--- src/hdl/arct_pkg.sv ---
// shared types, constants and codes for the address range coalescing table
`timescale 1ns / 1ps
`default_nettype none

package arct_pkg;

    // table geometry and field widths
    localparam int DEPTH_DEFAULT = 64;
    localparam int BASE_W        = 32;
    localparam int SIZE_W        = 32;
    localparam int LEN_W         = 33;
    localparam int END_W         = 34;
    localparam int CNT_W         = 7;
    localparam int IDX_IN_W      = 6;
    localparam int STATUS_W      = 2;

    // transaction kinds
    localparam logic KIND_INSERT = 1'b0;
    localparam logic KIND_READ   = 1'b1;

    // result status codes
    typedef enum logic [STATUS_W-1:0] {
        STATUS_INSERTED = 2'd0,
        STATUS_FULL     = 2'd1,
        STATUS_READ     = 2'd2
    } status_t;

    // controller states
    typedef enum logic {
        ST_IDLE,
        ST_SCAN
    } arct_state_t;

    // probe travelling down the chain of cells, one cell per cycle
    typedef struct packed {
        logic              op;          // insert or read
        logic [BASE_W-1:0] lo;          // merged base, or base of the entry read
        logic [END_W-1:0]  hi;          // merged exclusive end, or length read
        logic              changed;     // an entry was absorbed on this pass
        logic [CNT_W-1:0]  count;       // absorbed entries, saturating
        logic              free_found;  // a free slot has been claimed on this pass
        logic              rd_valid;    // valid bit of the entry read
    } probe_t;

    // data written into the claimed slot
    typedef struct packed {
        logic [BASE_W-1:0] base;
        logic [LEN_W-1:0]  len;
    } entry_t;

endpackage

`default_nettype wire

--- src/hdl/arct_cell.sv ---
// one table slot: holds an entry and processes the passing probe
`timescale 1ns / 1ps
`default_nettype none

module arct_cell #(
    parameter int INDEX = 0
) (
    input  wire logic                          clk,
    input  wire logic                          rst_n,
    input  wire logic                          in_act,
    input  wire arct_pkg::probe_t              probe_in,
    input  wire logic [arct_pkg::IDX_IN_W-1:0] rd_index,
    input  wire logic                          wr_en,
    input  wire arct_pkg::entry_t              wr_data,
    output logic                               out_act,
    output arct_pkg::probe_t                   probe_out
);
    import arct_pkg::*;

    logic              valid_reg;
    logic              claim_reg;
    logic [BASE_W-1:0] base_reg;
    logic [LEN_W-1:0]  len_reg;
    logic              act_reg;
    probe_t            probe_reg;
    probe_t            probe_next;

    logic [END_W-1:0]  elo;
    logic [END_W-1:0]  ehi;
    logic              is_ins;
    logic              overlap;
    logic              take_free;
    logic              hit;

    // overlap test, free slot claim and read match
    always_comb
    begin
        elo       = {{(END_W-BASE_W){1'b0}}, base_reg};
        ehi       = elo + {{(END_W-LEN_W){1'b0}}, len_reg};
        is_ins    = in_act && (probe_in.op == KIND_INSERT);
        overlap   = is_ins && valid_reg && (elo < probe_in.hi)
                    && ({{(END_W-BASE_W){1'b0}}, probe_in.lo} < ehi);
        take_free = is_ins && !valid_reg && !probe_in.free_found;
        hit       = in_act && (probe_in.op == KIND_READ)
                    && (INDEX < (2 ** IDX_IN_W)) && (int'(rd_index) == INDEX);

        probe_next = probe_in;
        if (overlap)
        begin
            if (base_reg < probe_in.lo)
            begin
                probe_next.lo = base_reg;
            end
            if (ehi > probe_in.hi)
            begin
                probe_next.hi = ehi;
            end
            probe_next.changed = 1'b1;
            if (probe_in.count != '1)
            begin
                probe_next.count = probe_in.count + 1'b1;
            end
        end
        if (take_free)
        begin
            probe_next.free_found = 1'b1;
        end
        if (hit)
        begin
            probe_next.lo       = base_reg;
            probe_next.hi       = {{(END_W-LEN_W){1'b0}}, len_reg};
            probe_next.rd_valid = valid_reg;
        end
    end

    // control state of the slot and probe handoff
    always_ff @(posedge clk or negedge rst_n)
    begin
        if (!rst_n)
        begin
            valid_reg <= 1'b0;
            claim_reg <= 1'b0;
            act_reg   <= 1'b0;
        end
        else
        begin
            act_reg <= in_act;
            if (wr_en && claim_reg)
            begin
                valid_reg <= 1'b1;
            end
            else if (overlap)
            begin
                valid_reg <= 1'b0;
            end
            if (is_ins)
            begin
                claim_reg <= take_free;
            end
        end
    end

    // entry payload and probe payload
    always_ff @(posedge clk)
    begin
        probe_reg <= probe_next;
        if (wr_en && claim_reg)
        begin
            base_reg <= wr_data.base;
            len_reg  <= wr_data.len;
        end
    end

    assign out_act   = act_reg;
    assign probe_out = probe_reg;

endmodule

`default_nettype wire

--- config.mk ---
export PLATFORM = sky130hd
export DESIGN_NAME = arct_cell
export DESIGN_NICKNAME = d
export VERILOG_FILES = /design/src/hdl/arct_pkg.sv /design/src/hdl/arct_cell.sv
export SDC_FILE = /design/constraint.sdc
export NUM_CORES = 1
export LEC_CHECK = 0
export BUFFER_PORTS_ARGS = -buffer_cell sky130_fd_sc_hd__buf_2
export CORE_MARGIN = 2
export CORE_UTILIZATION = 55
export CTS_CLUSTER_DIAMETER = 80
export DETAILED_ROUTE_END_ITERATION = 16
export HOLD_SLACK_MARGIN = 0.08
export PLACE_DENSITY = 0.82
export SLEW_MARGIN = 30
export SYNTH_ARGS = -nofsm -noshare
export SYNTH_HDL_FRONTEND = slang
export SYNTH_SLANG_ARGS = --single-unit
--- constraint.sdc ---
create_clock -name clk -period 6.2 [get_ports clk]
set_clock_uncertainty 0.2 [all_clocks]
set_input_delay 1.24 -clock clk [delete_from_list [all_inputs] [get_ports clk]]
set_output_delay 1.24 -clock clk [all_outputs]
set_load 0.01 [all_outputs]
==> results of run 1 <==
worst max-delay path, cell delays in order (launching register included):
cell	delay [ns]
edfxtp_1	0.45
ha_1	0.40
a21o_1	0.22
a31o_1	0.24
a311o_1	0.37
o21ai_1	0.23
nor2b_2	0.25
o21ai_1	0.15
a21o_1	0.22
a21oi_1	0.16
xor2_1	0.27
ha_1	0.29
a21o_1	0.18
a21o_1	0.18
a221oi_1	0.29
o21ai_0	0.12
a21o_1	0.18
a21oi_1	0.15
o32ai_1	0.12
a21o_1	0.26
o31a_4	0.48
mux2_4	0.36
kinds of logic (layout without fill, tap and decap cells):
kind of cell               count (synthesis)  after routing  share of synthesized area
buffers and inverters                    128            382                    0.05400
AOI/OAI and AO/OA                        241            242                     0.1764
muxes                                     37             37                    0.05426
other                                      0              2                          0
xor gates and xnor gates                  33             33                    0.03297
adders and majority gates                157            157                     0.2046
DFF                                      145            145                     0.3702
and+or+nand+nor                          208            208                     0.1076
stage by stage:
stage          cell area, um^2    util  power (mW)
2_1_floorplan             9639       -       1.916
3_5_place_dp             11030  0.6400       2.249
6_report                 11700  0.6789       3.309
3_3_place_gp             11030  0.6400       2.227
5_1_grt                  11700  0.6786       3.495
4_1_cts                  11620  0.6742       3.287
where the power goes:
| group | internal (mW) | switching, mW |
|---|---|---|
| sequential | 1.11 | 0.0586 |
| clock | 0.615 | 0.420 |
| combinational | 0.472 | 0.636 |
repair_timing:
item	in CTS	in global routing
setup buffers	0	1
gates resized for setup	0	13
setup endpoints to repair	0	66
layer usage:
metal	share of wire	GRT usage	wire length, um
met5	0	0	0
met4	0.020	0.1013	529
met3	0.085	0.05556	2280
met2	0.48	0.4849	12890
met1	0.42	0.3733	11270
cells in the final DEF, fill, tap and decap left out, types with 25 or more instances in the layout:
master and instances:
mux2_4 29, o21ai_0 33, nor2_1 39, inv_1 110, edfxtp_1 65, ha_1 156
nand2_1 67, dfxtp_1 77, buf_2 229, o221ai_1 27, a21o_1 37, a21oi_1 65
nand4_1 25
layout make-up:
type	count	share of cell area
Inverter	111	0.03560
Timing Repair Buffer	239	0.1050
Clock inverter	12	0.01133
Clock buffer	20	0.03902
Sequential cell	145	0.3049
Multi-Input combinational cell	677	0.4796
Tap cell	225	0.02406
Antenna cell	2	0.0004277
path summary, 6_finish.rpt:
path / startpoint / endpoint / slack (ns) / cells after the start
setup / recovery: base_reg[6]$_DFFE_PP_ / probe_out[74]$_DFF_P_ / 0.32 / 21
hold / removal: claim_reg$_DFFE_PN0P_ / claim_reg$_DFFE_PN0P_ / 0.28 / 2
setup reg to reg: base_reg[6]$_DFFE_PP_ / probe_out[74]$_DFF_P_ / 0.32 / 21
hold reg to reg: claim_reg$_DFFE_PN0P_ / claim_reg$_DFFE_PN0P_ / 0.28 / 2
max in group asynchronous: rst_n / valid_reg$_DFFE_PN0P_ / 5.30 / 1
min in group asynchronous: rst_n / out_act$_DFF_PN0_ / 0.39 / 1
==> summary.md, run 1 <==
| Metric | Value |
|---|---|
| Commonest cells post-synth | `ha_1, inv_1, dfxtp_1` |
| CP arrival | `6.00 ns` |
| Top-count cell post-synth | `ha_1` |
| Yosys reg bits | `145` |
| Register Area | `3568 um^2` |
| # rows | `48` |
| FFs w/ async S/R, synth | `0.02069` |
| Worst-margin pin slew | `0.8523 ns` |
| Post-Place Cells | `1395` |
| IO Count | `230` |
| Ys flop type | `dfxtp_1` |
| H-Tree Level Count | `4` |
| Library cells used by synthesis | `76` |
| Reg clk slew, reported paths | `0.06 ns` |
| Synth top area cells | `edfxtp_1, ha_1, dfxtp_1` |
| Power density cells | `282.7 nW/um^2` |
| Max-cap violations | `0` |
| P_leak | `5.764 nW` |
| Setup crit end kind | `flip-flop` |
| Yosys top cell area share | `0.2025` |
| Post-CTS Hold Buffers | `0` |
| Initial antenna violation count | `0` |
| DR iter-0 viols | `605` |
| Grt total ovfl | `0` |
| Total Die Area | `18600 um^2` |
| Vias | `8268` |
| Cells after Synth | `949` |
| Die W | `136.4 um` |
| Yosys warns | `0` |
| P&R area growth vs syn | `21.40%` |
| Pre-CTS WS | `0.1499 ns` |
| Routed len/inst | `18.85 um` |
| Post-Route Setup TNS | `0 ns` |
| First-pass GRT wire length | `40.95 mm` |
| Sink Count | `145` |
| Yosys top cell by area | `edfxtp_1` |
| CP max FO | `16` |
| Clk root buf | `clkbuf_16` |
| Vias in the first global route | `8094` |
| Gpl congestion | `0.9733` |
| Final min period | `5.884 ns` |
| Sequential share of the synthesized area | `0.3702` |
| Non-Filler Instances | `1431` |
| Routed Antenna Nets | `0` |
| Fmax | `169.9 MHz` |
| Status | `completed` |
| Slew Limit Fails | `0` |
| CP Launch Type | `flip-flop` |
| Max clock buf depth | `2` |
| Syn_area_per_cell | `10.16 um^2` |
| Slew margin rel. | `0.4301` |
| Drt via density | `5.778` |
| Initial Utilization | `0.5592` |
| Multi-input gate area | `5613 um^2` |
| Mapped cell area | `9639 um^2` |
| DRC Markers | `0` |
| Largest register FFs | `77` |
| I/O Buffers | `229` |
| Largest net degree at the start of global routing | `43` |
| Max VDD drop | `0.1898 mV` |
| Net count, final | `1500` |
| Clk_lat worst skew | `0.43 ns` |
| Drt first pass iters | `5` |
| Mapped Nets | `1258` |
| Post-synth EDFFs | `65` |
| Unrepaired setup endpoints after global routing | `false` |
| CTS tree | `done` |
| Final worst slack | `0.3155 ns` |
| Core footprint | `17240 um^2` |
| Routed wire length | `26.97 mm` |
| Fill count | `1349` |
| Tcrit/Tclk final | `0.9491` |
| Layout cells sized above 1 | `0.2766` |
| Fin Hold WS | `0.2773 ns` |
| Final Hold Fails | `0` |
| Final setup vio count | `0` |
| Die Span Y | `136.4 um` |
| Total global-route track usage | `0.2895` |
| Inserted Clock Buffers | `17` |
| CP Class | `flip-flop to flip-flop` |
| CP required | `6.32 ns` |
| Worst min-delay path category | `flip-flop to flip-flop` |
| Placed wire-length estimate | `20.68 mm` |
Power figures use the tool's default switching activity.
==> run 2: changes to the inputs <==
--- a/config.mk
+++ b/config.mk
@@ -6,7 +6,7 @@
 export NUM_CORES = 1
 export LEC_CHECK = 0
 export BUFFER_PORTS_ARGS = -buffer_cell sky130_fd_sc_hd__buf_2
-export CORE_MARGIN = 2
+export CORE_MARGIN = 3
 export CORE_UTILIZATION = 55
 export CTS_CLUSTER_DIAMETER = 80
 export DETAILED_ROUTE_END_ITERATION = 16
==> summary.md, run 2 (synthesis results as in run 1) <==
| Metric | Value |
|---|---|
| Status | `completed` |
| Slew Limit Fails | `0 (unchanged)` |
| H-Tree Level Count | `4 (unchanged)` |
| Total Die Area | `19150 um^2 (+3.0%)` |
| Vias in the first global route | `8681 (+7.3%)` |
| Fmax | `168.1 MHz (-1.1%)` |
| IO Count | `230 (unchanged)` |
| First-pass GRT wire length | `44.06 mm (+7.6%)` |
| Gpl congestion | `0.9270 (-4.8%)` |
| Setup crit end kind | `flip-flop` |
| Worst-margin pin slew | `0.8214 ns (-0.03092 ns)` |
| N_diodes | `0 (-2)` |
| Routed wire length | `28.60 mm (+6.0%)` |
| DR iter-0 viols | `571 (-5.6%)` |
| Die Span Y | `138.4 um (+1.5%)` |
| P_leak | `5.805 nW (+0.73%)` |
| Pre-CTS WS | `0.1160 ns (-0.03386 ns)` |
| Layout cells sized above 1 | `0.2761 (-0.0004587)` |
| Power density cells | `285.3 nW/um^2 (+0.90%)` |
| Tcrit/Tclk final | `0.9592 (+0.01013)` |
| Max VDD drop | `0.2111 mV (+11%)` |
| Placed cell areas | `11040 um^2 (+0.10%)` |
| Drt first pass iters | `6 (+1)` |
| Post-route cell area | `11760 um^2 (+0.50%)` |
| Total global-route track usage | `0.2862 (-0.003249)` |
| Net count, final | `1502 (+0.13%)` |
| Grt total ovfl | `0 (unchanged)` |
| CP max FO | `19 (+3)` |
| I/O Buffers | `229 (unchanged)` |
| CP Class | `flip-flop to flip-flop` |
| Worst min-delay path category | `flip-flop to flip-flop` |
| R2R Path End | `probe_out[35]$_DFF_P_` |
| Routed Antenna Nets | `0 (unchanged)` |
| CTS tree | `done` |
| Largest register FFs | `77 (unchanged)` |
| Critical path startpoint | `base_reg[6]$_DFFE_PP_` |
| CP arrival | `6.08 ns (+0.08 ns)` |
| Inserted Clock Buffers | `17 (unchanged)` |
| Commonest non-fill, non-tap cell in the layout | `buf_2` |
| Initial Utilization | `0.5711 (+0.01190)` |
| Clk root buf | `clkbuf_16` |
| Max-cap violations | `0 (unchanged)` |
| Core footprint | `16880 um^2 (-2.1%)` |
| Post-CTS Hold Buffers | `0 (unchanged)` |
| Clk_lat worst skew | `0.43 ns (about the same)` |
| Initial antenna violation count | `1 (+1)` |
| Final min period | `5.947 ns (+0.06278 ns)` |
| Total power | `3.355 mW (+1.4%)` |
| P&R area growth vs syn | `22.01%` |
| Largest net degree at the start of global routing | `38 (-12%)` |
| Slew margin rel. | `0.4524 (+0.02231)` |
| Register-to-register setup slack | `0.25 ns (-0.06 ns)` |
| Max clock buf depth | `2 (unchanged)` |
| Drt via density | `5.935 (+2.7%)` |
| DRC Markers | `0 (unchanged)` |
| Vias | `8464 (+2.4%)` |
| Die W | `138.4 um (+1.5%)` |
| End of the critical path | `probe_out[35]$_DFF_P_` |
| Commonest cells after routing, fill and taps aside | `buf_2, ha_1, inv_1` |
| Util after Layout | `0.6969 (+0.01793)` |
| # rows | `47 (-2.1%)` |
| Final worst slack | `0.2527 ns (-0.06278 ns)` |
| Final Hold Fails | `0 (unchanged)` |
| CP required | `6.34 ns (+0.02 ns)` |
| Placed wire-length estimate | `21.24 mm (+2.7%)` |
| Final setup vio count | `0 (unchanged)` |
| Post-Route Setup TNS | `0 ns (unchanged)` |
| RR Startpoint | `base_reg[6]$_DFFE_PP_` |
| R2r worst-path depth | `22 (+4.8%)` |
| Routed len/inst | `20.06 um (+6.4%)` |
| Sink Count | `145 (unchanged)` |
| Reg clk slew, reported paths | `0.06 ns (about the same)` |
| CP Launch Type | `flip-flop` |
run 2: report_power, final:
part           switching (mW)  internal (mW)  leakage, nW  total, mW
logic                   0.652          0.482         4.22       1.13
clock network           0.408          0.646        0.303       1.05
registers              0.0598           1.11         1.28       1.17
total                    1.12           2.23         5.81       3.36
run 2: per-layer routing:
layer  share of wire  routed length, um  vias to the layer above  track usage
met4           0.019                535                        2      0.07540
met3           0.076               2161                       56      0.06664
met5         0.00024                  7                        -            0
met2            0.49              14090                      389       0.5021
li1                -                  -                     3994            -
met1            0.41              11810                     4023       0.3555
run 2: critical path, cell delays in order, from the launching register on:
cell	delay [ns]
edfxtp_1	0.47
ha_1	0.40
a21o_1	0.21
a31o_1	0.24
a311o_1	0.38
o21ai_2	0.18
nor2b_1	0.26
o21ai_1	0.18
a21o_1	0.22
a21oi_1	0.16
xor2_1	0.21
ha_1	0.28
a21o_1	0.19
a21o_1	0.17
a221oi_1	0.29
o21ai_0	0.12
a21o_1	0.18
a21oi_1	0.16
o32ai_1	0.14
a2111o_1	0.56
buf_12	0.21
and2_1	0.20
a221oi_2	0.23
run 2: area by class of cell:
type / instances / area (um^2)
Timing Repair Buffer: 241 / 1279
Sequential cell: 145 / 3568
Multi-Input combinational cell: 677 / 5614
Inverter: 111 / 416.7
Clock buffer: 25 / 539.3
Clock inverter: 7 / 68.82
Fill cell: 1255 / 5116
Tap cell: 220 / 275.3
run 2: repair_timing:
item,4_1_cts,5_1_grt
setup endpoints to repair,0,65
resized for setup,0,12
buffers inserted,0,3
run 2: worst min-delay path by stage:
stage                                     start                    end  slack [ns]  cells after the start
after global placement    claim_reg$_DFFE_PN0P_  claim_reg$_DFFE_PN0P_        0.26                      2
after global routing      len_reg[28]$_DFFE_PP_  probe_out[38]$_DFF_P_        0.33                      2
after detailed placement  claim_reg$_DFFE_PN0P_  claim_reg$_DFFE_PN0P_        0.27                      2
final                     len_reg[30]$_DFFE_PP_  probe_out[40]$_DFF_P_        0.30                      2
after CTS                 len_reg[30]$_DFFE_PP_  probe_out[40]$_DFF_P_        0.29                      2
after floorplan           claim_reg$_DFFE_PN0P_  claim_reg$_DFFE_PN0P_        0.24                      2
run 2: per-stage QoR:
stage,instances,hold slack [ns]
CTS,1421,0.2949
finish,1426,0.2992
global placement,1389,0.2619
global route,1426,0.3286
detailed placement,1389,0.2719
floorplan,949,0.2402
